===== config.mk =====
export PLATFORM = sky130hd
export DESIGN_NAME = ort_ctrl
export DESIGN_NICKNAME = d
export VERILOG_FILES = /design/src/sv/ort_pkg.sv /design/src/sv/ort_ctrl.sv
export SDC_FILE = /design/constraint.sdc
export NUM_CORES = 1
export LEC_CHECK = 0
export ABC_AREA = 1
export BUFFER_PORTS_ARGS = -buffer_cell sky130_fd_sc_hd__buf_2
export CAP_MARGIN = 40
export CORE_MARGIN = 2
export CORE_UTILIZATION = 40
export CTS_BUF_LIST = sky130_fd_sc_hd__clkbuf_4
export DETAILED_ROUTE_END_ITERATION = 10
export GPL_TIMING_DRIVEN = 0
export PLACE_DENSITY = 0.8
export REMOVE_ABC_BUFFERS = 1
export SLEW_MARGIN = 30
export SYNTH_ARGS = -nofsm -noshare
export SYNTH_HDL_FRONTEND = slang
export SYNTH_SLANG_ARGS = --single-unit

===== constraint.sdc =====
create_clock -name i_clk -period 1.4 [get_ports i_clk]
set_input_delay 0.28 -clock i_clk [delete_from_list [all_inputs] [get_ports i_clk]]
set_output_delay 0.28 -clock i_clk [all_outputs]
set_load 0.03 [all_outputs]

===== src/sv/ort_pkg.sv =====
package ort_pkg;

    // Fixed port geometry
    localparam int WORD_W     = 64;
    localparam int NAME_WORDS = 4;
    localparam int CITY_WORDS = 3;
    localparam int AGE_W      = 8;
    localparam int NAME_MAX_W = NAME_WORDS * WORD_W;
    localparam int CITY_MAX_W = CITY_WORDS * WORD_W;

    // Default sizing
    localparam int DEF_CAPACITY   = 16;
    localparam int DEF_NAME_BYTES = 32;
    localparam int DEF_CITY_BYTES = 24;

    typedef enum logic [1:0] {
        REQ_APPEND = 2'd0,
        REQ_DELETE = 2'd1,
        REQ_FIND   = 2'd2,
        REQ_LIST   = 2'd3
    } t_req;

    typedef enum logic [1:0] {
        ST_DONE      = 2'd0,
        ST_NOT_FOUND = 2'd1,
        ST_FULL      = 2'd2,
        ST_EMPTY     = 2'd3
    } t_status;

    // Controller to datapath commands
    typedef struct packed {
        logic    load_key;
        logic    idx_clr;
        logic    idx_inc;
        logic    rd_next;
        logic    wr_key;
        logic    wr_shift;
        logic    cnt_inc;
        logic    cnt_dec;
        logic    emit;
        logic    emit_rec;
        logic    emit_last;
        t_status emit_status;
    } t_cmd;

    // Datapath to controller status
    typedef struct packed {
        logic full;
        logic at_end;
        logic last_entry;
        logic shift_done;
        logic age_hit;
        logic name_hit;
    } t_stat;

endpackage


===== src/sv/ort_ctrl.sv =====
module ort_ctrl import ort_pkg::*; (
    input  logic       i_clk,
    input  logic       i_rst_n,
    input  logic       i_start,
    input  logic [1:0] i_req_type,
    input  t_stat      i_stat,
    output t_cmd       o_cmd,
    output logic       o_busy
);

    typedef enum logic [2:0] {
        S_IDLE,
        S_APPEND,
        S_RD,
        S_CHK,
        S_SH_RD,
        S_SH_WR
    } t_state;

    t_state r_state, n_state;
    t_req   r_req, n_req;
    logic   r_busy;
    t_cmd   cmd;

    // Next state and command decode
    always_comb begin
        n_state = r_state;
        n_req   = r_req;
        cmd     = '0;
        cmd.emit_status = ST_DONE;
        unique case (r_state)
            S_IDLE: begin
                if (i_start) begin
                    cmd.load_key = 1'b1;
                    cmd.idx_clr  = 1'b1;
                    n_req        = t_req'(i_req_type);
                    n_state      = (t_req'(i_req_type) == REQ_APPEND) ? S_APPEND : S_RD;
                end
            end
            S_APPEND: begin
                cmd.emit      = 1'b1;
                cmd.emit_last = 1'b1;
                if (i_stat.full) begin
                    cmd.emit_status = ST_FULL;
                end else begin
                    cmd.wr_key  = 1'b1;
                    cmd.cnt_inc = 1'b1;
                end
                n_state = S_IDLE;
            end
            S_RD: begin
                // ran off the end: miss, or an empty list
                if (i_stat.at_end) begin
                    cmd.emit        = 1'b1;
                    cmd.emit_last   = 1'b1;
                    cmd.emit_status = (r_req == REQ_LIST) ? ST_EMPTY : ST_NOT_FOUND;
                    n_state         = S_IDLE;
                end else begin
                    n_state = S_CHK;
                end
            end
            S_CHK: begin
                unique case (r_req)
                    REQ_DELETE: begin
                        if (i_stat.age_hit) begin
                            cmd.emit      = 1'b1;
                            cmd.emit_rec  = 1'b1;
                            cmd.emit_last = 1'b1;
                            n_state       = S_SH_RD;
                        end else begin
                            cmd.idx_inc = 1'b1;
                            n_state     = S_RD;
                        end
                    end
                    REQ_FIND: begin
                        if (i_stat.name_hit) begin
                            cmd.emit      = 1'b1;
                            cmd.emit_rec  = 1'b1;
                            cmd.emit_last = 1'b1;
                            n_state       = S_IDLE;
                        end else begin
                            cmd.idx_inc = 1'b1;
                            n_state     = S_RD;
                        end
                    end
                    REQ_LIST: begin
                        cmd.emit      = 1'b1;
                        cmd.emit_rec  = 1'b1;
                        cmd.emit_last = i_stat.last_entry;
                        cmd.idx_inc   = 1'b1;
                        n_state       = i_stat.last_entry ? S_IDLE : S_RD;
                    end
                    REQ_APPEND: begin
                        n_state = S_IDLE;
                    end
                endcase
            end
            S_SH_RD: begin
                // close the gap one entry at a time
                if (i_stat.shift_done) begin
                    cmd.cnt_dec = 1'b1;
                    n_state     = S_IDLE;
                end else begin
                    cmd.rd_next = 1'b1;
                    n_state     = S_SH_WR;
                end
            end
            S_SH_WR: begin
                cmd.wr_shift = 1'b1;
                cmd.idx_inc  = 1'b1;
                n_state      = S_SH_RD;
            end
            default: begin
                n_state = S_IDLE;
            end
        endcase
    end

    // State and registered outputs
    always_ff @(posedge i_clk) begin
        if (!i_rst_n) begin
            r_state <= S_IDLE;
            r_req   <= REQ_APPEND;
            r_busy  <= 1'b0;
        end else begin
            r_state <= n_state;
            r_req   <= n_req;
            r_busy  <= (n_state != S_IDLE);
        end
    end

    assign o_cmd  = cmd;
    assign o_busy = r_busy;

endmodule


==> impl_results.md, run 1 <==
* Post-Synthesis Mean Instance Area at a little under 6 um2
* Reg clk slew, reported paths at around 0.05 ns
* Worst setup path category: flip-flop to output port
* List of cells traversed by the critical path: nand2_2 > nor2_4 > nand2_1 > inv_1 > o21ai_1 > nand2_1 > buf_6
* Proportion of synthesized chip area in sequential cells at 0.226
* Cell types occupying the most area after synthesis: dfxtp_1 23%, nand2_1 19%, inv_1 12%
* Peak supply drop at 0.000470 V
* Type of the most critical hold path: input pin to flip-flop
* DR DRC count at 0
* Global-route met2 utilization at 0.393
* Detailed Place HPWL at around 940 um
* Final min period at between 1.5 and 2 ns
* IO Port Bufs at 24
* Crit path setup slack, layout at -0.137 ns
* Number of antenna violations at the first check in global routing at 0
* Setup_tns at -0.944 ns
* Clk root buf: clkbuf_4
* Sort of element at the start of the critical path: flip-flop
* Post-synthesis instance area at between 500 and 600 um2
* Fraction of synthesis flops using an asynchronous set or reset pin at 0
* Vias after detailed routing at a little under 700
* Part of the cycle the worst path needs at 1.10
* Critical path capture point type: output port
* Max frequency at between 600 and 700 MHz
* Max Transition Viols Final at 0
* Routing layer with the top usage in global route: met2
* Violations in the final reports: setup timing
* Unrepaired setup endpoints after global routing: true
* Setup clock skew after layout at 0.00366 ns
* Remaining max-slew budget at the tightest pin at 0.842
* Number of global-route vias before repair at 604
* Area of the die at between 0.0015 and 0.002 mm2
* Run status: finished, violations left
* Endpoint required time on the critical path at 1.12 ns
* Worst-path fanout max at 8
* Post-synthesis instance total at slightly above 90
* Final design area excluding fillers at about 910 um2
* Number of rows created at floorplan at 13
* Maximum number of pins on one net before global-route repair at 9
* Initial cell density of the core at 0.419
* Count of nets left with antenna violations after detail routing at 0
* CP max stage cell: dfxtp_4
* Clock Path Buffers at 2
* Final-stage net count at approximately 140
* 1st-pass router iterations at 4
* Number of buffers created by CTS at 3
* Area of the core region at ~0.0013 mm2
* Die Width at 40.5 um
* Starting DRT DRC Count at 10
* Final Hold Violating Endpoints at 0
* Global-route wire length before repair at ~2300 um
* Placer's final routability congestion estimate at between 0.8 and 0.9
* Hold-fix buffers at CTS at 0
* Max stage delay on crit path at ~0.40 ns
* Hold WS at 0.289 ns
* Clock latency reported for the late side of the worst-skew pair at 0.25 ns
* Total of endpoints with negative setup slack in the final report at 13
* DR WL/cell at 10.5 um
* CP dominant cell by count: nand2_1
* Primary flip-flop cell chosen by synthesis mapping: dfxtp_1
* Die outline height at 40.5 um
* CTS HTree Levels at 1
* Wire length reported by the detailed router at ~1500 um
* Met1 demand-to-capacity share in global routing at 0.220
* Number of register bits inferred by synthesis at 6
* Number of vias per cell at about 4.8
* Post-place setup slack at -0.103 ns
* Post-synth EDFFs at 0
* Layout Area Growth over Synthesis at 70.6%
* Total inserted antenna cells at 0
* Power density over the cells at roughly 770 mW/mm2
* Count of distinct cell types in the synthesized netlist at 22
* End-of-flow core utilization at 0.715
* Portion of synthesized cell area occupied by the leading cell type at 0.226
* Global route overflow at 0
* Critical path arrival at approximately 1.3 ns
* Ranking of synthesized cells by instance count: 27 x nand2_1, 17 x inv_1, 11 x nand3_1
* Leakage Power at approximately 0.54 nW
* # Max-Cap Violations at 0
* Warnings, synthesis at 0
* Layout cells sized above 1 at 0.496
* # clock sinks at 6
* Post-place instance area at ~640 um2
* GRT Resource Usage Total at 0.209
* Number of I/O pins at 25
* Met3 routing resource usage after global routing at 0.0333
* Transition at the pin with the smallest max-transition slack at around 0.24 ns
* Most used standard cell by instance count after synthesis: nand2_1
* Post-synth top area cell: dfxtp_1
* TritonCTS clock tree: done
==> critical path: cells and delay by family, from the launching register on <==
kind | cells | cell delay, ns
flops | 1 | 0.40
simple gates | 4 | 0.36
buf+inv | 2 | 0.20
compound gates | 1 | 0.06
==> through the flow <==
step | power, mW | cells
floorplan | 0.366 | 88
global placement | 0.421 | 127
detailed placement | 0.426 | 127
CTS | 0.677 | 140
global route | 0.744 | 144
finish | 0.694 | 144
==> logic make-up (layout without fill, tap and decap cells) <==
logic type | count (synthesis) | after routing | synth area share
and+or+nand+nor | 51 | 51 | 0.447
buffers and inverters | 23 | 61 | 0.195
AOI/OAI and AO/OA | 10 | 10 | 0.108
DFF | 6 | 6 | 0.226
adders and majority gates | 1 | 1 | 0.0235
==> cells in the final DEF, fill, tap and decap left out, drive strengths merged <==
cell type,Yosys,layout
nand2,29,29
inv,20,20
a21oi,3,3
nor2,7,7
and2,1,1
nand3,11,11
o22ai,1,1
nand3b,1,1
o21bai,1,1
buf,2,37
o21ai,5,5
nor4,1,1
clkbuf,1,4
nor3,1,1
ha,1,1
dfxtp,6,6
==> per-layer routing <==
metal	vias to the layer above	share of wire
met2	21	0.51
met5	-	0
met1	305	0.44
met4	0	0.0079
li1	363	-
met3	2	0.042
==> sequential cells by signal (all words and copies together), names as in the netlist <==
register  flops
r_req         2
o_busy        1
r_state       3
==> report_power, final <==
group	switching (mW)	leakage, nW	internal, mW
clock	0.0657	0.0138	0.0972
combinational	0.168	0.469	0.143
sequential	0.0311	0.0528	0.190
==> final timing paths <==
kind	startpoint	end	slack [ns]	cells after the start
worst min register to register	r_req[1]	r_req[1]	0.62	3
worst max-delay path	r_state[0]	o_cmd[4]	-0.14	7
worst max register to register	r_state[0]	r_req[1]	0.09	8
worst min-delay path	i_rst_n	r_req[0]	0.29	3
==> cell type report <==
class / instances / area, um2
inverters: 20 / 82.6
multi-input cells: 62 / 355
clock buffers: 3 / 22.5
fillers: 98 / 362
repair buffers: 38 / 289
well taps: 15 / 18.8
flip-flops and latches: 6 / 139
==> what timing repair did <==
item / CTS / global route
setup buffers: 10 / 4
endpoints found under the setup margin: 13 / 13
gates resized for setup: 44 / 2
pin swaps: 8 / 8
Power figures use the tool's default switching activity.
==> run 2: changes to the inputs <==
- CORE_AREA: unset -> 2 2 39 41
- CORE_MARGIN: 2 -> unset
- CORE_UTILIZATION: 40 -> unset
- DIE_AREA: unset -> 0 0 41 43
- RECOVER_POWER: unset -> 50
==> run 2 against run 1 <==
The run still ends with setup timing left. Worst hold slack lost 0.0020 ns. Largest power group unchanged. Clock skew grew 0.0030 ns. Critical path depth shrank 4. Register-to-register slack is essentially flat. Sequential share of layout area grew 0.62 points. First-iteration DRC count shrank 30%.
==> impl_results.md, run 2 (synthesized netlist as in run 1, its figures left out) <==
* Peak supply drop at 0.000482 V (was 0.000470 V)
* Number of antenna violations at the first check in global routing at 0 (unchanged)
* Count of nets left with antenna violations after detail routing at 0 (unchanged)
* Maximum number of pins on one net before global-route repair at 9 (unchanged)
* Total of endpoints with negative setup slack in the final report at 12 (was 13)
* Global route overflow at 0 (unchanged)
* Transition at the pin with the smallest max-transition slack at 0.363 ns (was 0.235 ns)
* Crit path setup slack, layout at -0.167 ns (was -0.137 ns)
* Clock Path Buffers at 2 (unchanged)
* Layout Area Growth over Synthesis at 64.0% (was 70.6%)
* Type of the most critical hold path: input pin to flip-flop (unchanged)
* Number of rows created at floorplan at 14 (was 13)
* Buffers & Inverters on Critical Path at 2 (unchanged)
* Most used cells in the layout excluding fill and tap cells: 26 x nand2_1, 17 x buf_4, 13 x inv_1, 10 x buf_2, 7 x nand3_1 (was 27 x nand2_1, 16 x buf_4, 15 x inv_1, 12 x buf_2, 9 x buf_6)
* # Max-Cap Violations at 0 (unchanged)
* Worst setup path category: flip-flop to output port (unchanged)
* PnR Total Power at 0.661 mW (was 0.694 mW)
* List of cells traversed by the critical path: buf_4 > nor4_2 > buf_4 (was nand2_2 > nor2_4 > nand2_1 > inv_1 > o21ai_1 > nand2_1 > buf_6)
* Max Transition Viols Final at 0 (unchanged)
* Critical path arrival at 1.29 ns (was 1.26 ns)
* Post-place instance area at 643 um2 (was 642 um2)
* Clock latency reported for the late side of the worst-skew pair at 0.25 ns (about the same)
* Wire length reported by the detailed router at 1450 um (was 1510 um)
* Remaining max-slew budget at the tightest pin at 0.759 (was 0.842)
* CP dominant cell by count: buf_4 (was nand2_1)
* Unrepaired setup endpoints after global routing: true (unchanged)
* # clock sinks at 6 (unchanged)
* CP max stage cell: dfxtp_4 (unchanged)
* Run status: finished, violations left (unchanged)
* Die Width at 41 um (was 40.5 um)
* DR DRC count at 0 (unchanged)
* Max stage delay on crit path at 0.36 ns (was 0.40 ns)
* CTS HTree Levels at 1 (unchanged)
* Setup clock skew after layout at 0.00664 ns (was 0.00366 ns)
* Critical path capture point type: output port (unchanged)
* Endpoint required time on the critical path at 1.12 ns (about the same)
* Total inserted antenna cells at 0 (unchanged)
* Vias after detailed routing at 670 (was 691)
* Number of buffers created by CTS at 3 (unchanged)
* Register name with the most flops: r_state (unchanged)
* IO Port Bufs at 24 (unchanged)
* Max frequency at 638 MHz (was 651 MHz)
* Reg clk slew, reported paths at 0.05 ns (about the same)
* Final design area excluding fillers at 872 um2 (was 907 um2)
* Sort of element at the start of the critical path: flip-flop (unchanged)
* TritonCTS clock tree: done (unchanged)
* Final Hold Violating Endpoints at 0 (unchanged)
* Clk root buf: clkbuf_4 (unchanged)
* Number of vias per cell at 4.75 (was 4.80)
* Layout cells sized above 1 at 0.496 (about the same)
* Number of global-route vias before repair at 552 (was 604)
* Part of the cycle the worst path needs at 1.12 (was 1.10)
* Placer's final routability congestion estimate at 0.757 (was 0.823)
* DR WL/cell at 10.3 um (was 10.5 um)
* Violations in the final reports: setup timing (unchanged)
* Cell family with most CP delay: buffers and inverters (was flip-flops)
* Power density over the cells at 758 mW/mm2 (was 765 mW/mm2)
* Area occupied by multi-input gates at 362 um2 (was 355 um2)
* Area of the die at 0.00176 mm2 (was 0.00164 mm2)
* Detailed Place HPWL at 923 um (was 938 um)
* Reg area at 139 um2 (unchanged)
* Area of the core region at 0.00138 mm2 (was 0.00127 mm2)
* Starting DRT DRC Count at 7 (was 10)
* Die outline height at 43 um (was 40.5 um)
* Most common cell after layout, fill and taps aside: nand2_1 (unchanged)
* Largest register FFs at 3 (unchanged)
* Initial cell density of the core at 0.384 (was 0.419)
* Final min period at 1.57 ns (was 1.54 ns)
* Worst-path fanout max at 4 (was 8)
* Number of inserted filler cells in the final layout at 116 (was 98)
* Cell total after placement at 128 (was 127)
* GRT Resource Usage Total at 0.175 (was 0.209)
* Final-stage net count at 139 (was 143)
* Global-route wire length before repair at 2130 um (was 2280 um)
* Number of I/O pins at 25 (unchanged)
* Leakage Power at 0.521 nW (was 0.536 nW)
* Number of standard cells in the final layout excluding fillers at 141 (was 144)
* 1st-pass router iterations at 4 (unchanged)
run 2: worst paths after layout:
path / from / to / slack, ns / cells past startpoint
min reg2reg: r_req[0] / r_req[0] / 0.53 / 2
max reg2reg: r_state[0] / r_req[0] / 0.08 / 8
min: i_rst_n / r_req[1] / 0.29 / 3
max: r_state[1] / o_cmd[5] / -0.17 / 3
run 2: timing repair:
item,in CTS,in global routing
setup buffers,3,7
resized for setup,34,14
setup endpoints to repair,13,13
pin swaps,2,2
hold endpoints to repair,0,0
hold buffers,0,0
run 2: area by class of cell:
| type | count | share of cell area |
|---|---|---|
| sequential | 6 | 0.159 |
| timing repair buffer | 34 | 0.286 |
| clock buffer | 3 | 0.0258 |
| tap | 16 | 0.0230 |
| inverter | 20 | 0.0918 |
| multi-input combinational | 62 | 0.415 |
run 2: stage by stage:
step	util	TNS, ns	worst slack, ns	hold WS (ns)
after floorplan	-	-1.29	-0.344	0.418
after global placement	0.465	-0.171	-0.0856	0.516
after detailed placement	0.465	-0.254	-0.104	0.528
after CTS	0.567	-0.578	-0.109	0.284
after global routing	0.630	-1.96	-0.203	0.287
final	0.630	-1.13	-0.167	0.287
run 2: tightest hold or removal path, delay by kind of cell:
kind            cells  cell delay (ns)
compound gates      2             0.10
buf+inv             1             0.11
run 2: layer usage:
layer	share of wire	up-vias	GRT usage
met2	0.51	24	0.313
met3	0.052	5	0.0157
met1	0.41	290	0.191
met4	0.025	0	0.0800
li1	-	351	-
met5	0	-	0
run 2: where the power goes:
part / switching [mW] / internal, mW
clock network: 0.0615 / 0.0969
registers: 0.0295 / 0.190
logic: 0.165 / 0.119
total: 0.255 / 0.406
==> run 3: changes to the inputs <==
- GPL_TIMING_DRIVEN: 0 -> unset
- PLACE_DENSITY: 0.8 -> unset
- PLACE_DENSITY_LB_ADDON: unset -> 0.05
==> run 3 against run 2 <==
Critical endpoint is now o_cmd[4]. Final area grew 21%. Largest cell class unchanged. Clock-buffer cell count is the same. Largest power group unchanged. Die area is the same. Register-to-register slack lost 0.19 ns. Critical path depth grew 5. The run still ends with setup timing left. Maximum frequency grew 1.9%. Clock skew shrank 0.0036 ns. Combinational power grew 35%. Worst setup slack gained 0.029 ns. Global-route usage grew 2.4 points.
==> impl_results.md, run 3 (synthesized netlist as in run 1, its figures left out) <==
* Final-stage net count at 151 (was 139)
* Critical path capture point type: output port (unchanged)
* Max frequency at 650 MHz (was 638 MHz)
* Maximum number of pins on one net before global-route repair at 7 (was 9)
* Worst-path fanout max at 6 (was 4)
* Largest register FFs at 3 (unchanged)
* Detailed Place HPWL at 1030 um (was 923 um)
* Total of endpoints with negative setup slack in the final report at 14 (was 12)
* # Max-Cap Violations at 0 (unchanged)
* TritonCTS clock tree: done (unchanged)
* Clock Path Buffers at 2 (unchanged)
* 1st-pass router iterations at 4 (unchanged)
* Final design area excluding fillers at 0.00105 mm2 (was 872 um2)
* Layout Area Growth over Synthesis at 98.4% (was 64.0%)
* Reg clk slew, reported paths at 0.05 ns (about the same)
* Initial cell density of the core at 0.384 (unchanged)
* Clock latency reported for the late side of the worst-skew pair at 0.24 ns (was 0.25 ns)
* Number of vias per cell at 4.61 (was 4.75)
* Power density over the cells at 716 mW/mm2 (was 758 mW/mm2)
* DR WL/cell at 9.71 um (was 10.3 um)
* Clk root buf: clkbuf_4 (unchanged)
* Worst setup path category: flip-flop to output port (unchanged)
* Global-route wire length before repair at 2380 um (was 2130 um)
* Die Width at 41 um (unchanged)
* Register name with the most flops: r_state (unchanged)
* Remaining max-slew budget at the tightest pin at 0.761 (was 0.759)
* Setup clock skew after layout at 0.00303 ns (was 0.00664 ns)
* Number of global-route vias before repair at 637 (was 552)
* Number of rows created at floorplan at 14 (unchanged)
* Starting DRT DRC Count at 8 (was 7)
* Number of antenna violations at the first check in global routing at 0 (unchanged)
* # clock sinks at 6 (unchanged)
* Post-place setup slack at -0.00144 ns (was -0.104 ns)
* Placer's final routability congestion estimate at 0.827 (was 0.757)
* Max Transition Viols Final at 0 (unchanged)
* Violations in the final reports: setup timing (unchanged)
* Layout cells sized above 1 at 0.635 (was 0.496)
* Crit path setup slack, layout at -0.138 ns (was -0.167 ns)
* Count of nets left with antenna violations after detail routing at 0 (unchanged)
* Leakage Power at 0.586 nW (was 0.521 nW)
* Vias after detailed routing at 706 (was 670)
* Number of I/O pins at 25 (unchanged)
* Peak supply drop at 0.000721 V (was 0.000482 V)
* Global route overflow at 0 (unchanged)
* Area of the core region at 0.00138 mm2 (unchanged)
* Run status: finished, violations left (unchanged)
* Post-place instance area at 688 um2 (was 643 um2)
* Final Hold Violating Endpoints at 0 (unchanged)
* Endpoint required time on the critical path at 1.12 ns (about the same)
* Most used cells in the layout excluding fill and tap cells: 24 x nand2_1, 21 x buf_4, 13 x buf_6, 11 x inv_1, 11 x buf_2 (was 26 x nand2_1, 17 x buf_4, 13 x inv_1, 10 x buf_2, 7 x nand3_1)
* Wire length reported by the detailed router at 1490 um (was 1450 um)
* Critical path arrival at 1.26 ns (was 1.29 ns)
* Hold-fix buffers at CTS at 0 (unchanged)
* IO Port Bufs at 24 (unchanged)
* Most common cell after layout, fill and taps aside: nand2_1 (unchanged)
* Setup slack, reg-to-reg at -0.11 ns (was 0.08 ns)
* DR DRC count at 0 (unchanged)
* GRT Resource Usage Total at 0.199 (was 0.175)
* Final min period at 1.54 ns (was 1.57 ns)
* Transition at the pin with the smallest max-transition slack at 0.360 ns (was 0.363 ns)
* Area of the die at 0.00176 mm2 (unchanged)
* Sort of element at the start of the critical path: flip-flop (unchanged)
* Total inserted antenna cells at 0 (unchanged)
* CTS HTree Levels at 1 (unchanged)
* Die outline height at 43 um (unchanged)
* Part of the cycle the worst path needs at 1.10 (was 1.12)
* Number of buffers created by CTS at 3 (unchanged)
* Type of the most critical hold path: input pin to flip-flop (unchanged)
* Unrepaired setup endpoints after global routing: true (unchanged)
==> run 3: worst max-delay path, stage by stage (launching register included) <==
cell and delay (ns):
dfxtp_4 0.40, inv_4 0.05, nand3_4 0.07, nand3_2 0.06, nand2_1 0.07, inv_2 0.04
o21ai_1 0.11, nand2_1 0.07, buf_6 0.14
==> run 3: per-layer routing <==
layer | share of wire | vias to the layer above | global-route usage | routed length (um)
met1 | 0.45 | 311 | 0.223 | 665
li1 | - | 375 | - | -
met2 | 0.50 | 16 | 0.328 | 747
met4 | 0.022 | 0 | 0.140 | 32
met3 | 0.028 | 4 | 0.0157 | 41
met5 | 0 | - | 0 | 0
==> run 3: worst paths after layout <==
kind / startpoint / end / depth (start not counted)
min: i_rst_n / r_req[0] / 3
max reg2reg: r_req[1] / o_busy / 11
min reg2reg: r_req[0] / r_req[0] / 2
max: r_req[1] / o_cmd[4] / 8
==> run 3: through the flow <==
step / instances / util / total power [mW] / hold WS, ns / TNS [ns]
final: 153 / 0.762 / 0.755 / 0.279 / -0.936
after global routing: 153 / 0.762 / 0.807 / 0.289 / -1.86
after CTS: 149 / 0.688 / 0.707 / 0.284 / -0.892
after detailed placement: 134 / 0.497 / 0.443 / 0.539 / -0.00144
after global placement: 134 / 0.497 / 0.443 / 0.527 / 0
after floorplan: 88 / - / 0.366 / 0.418 / -1.29
==> run 3: area by class of cell <==
type / count / area, um2
repair buffers: 46 / 363
well taps: 16 / 20.0
multi-input cells: 62 / 428
flip-flops and latches: 6 / 139
inverters: 20 / 82.6
clock buffers: 3 / 22.5
fillers: 108 / 329
==> run 3: power by group <==
group,leakage [nW],switching (mW),internal [mW]
Sequential,0.0528,0.0273,0.190
Combinational,0.520,0.200,0.182
Clock,0.0138,0.0595,0.0968
==> run 3: what timing repair did <==
item                       in CTS  in global routing
gates cloned                    0                  0
setup buffers                  12                  4
resized for setup              48                 23
setup endpoints to repair      13                 16
pin swaps                       9                 10
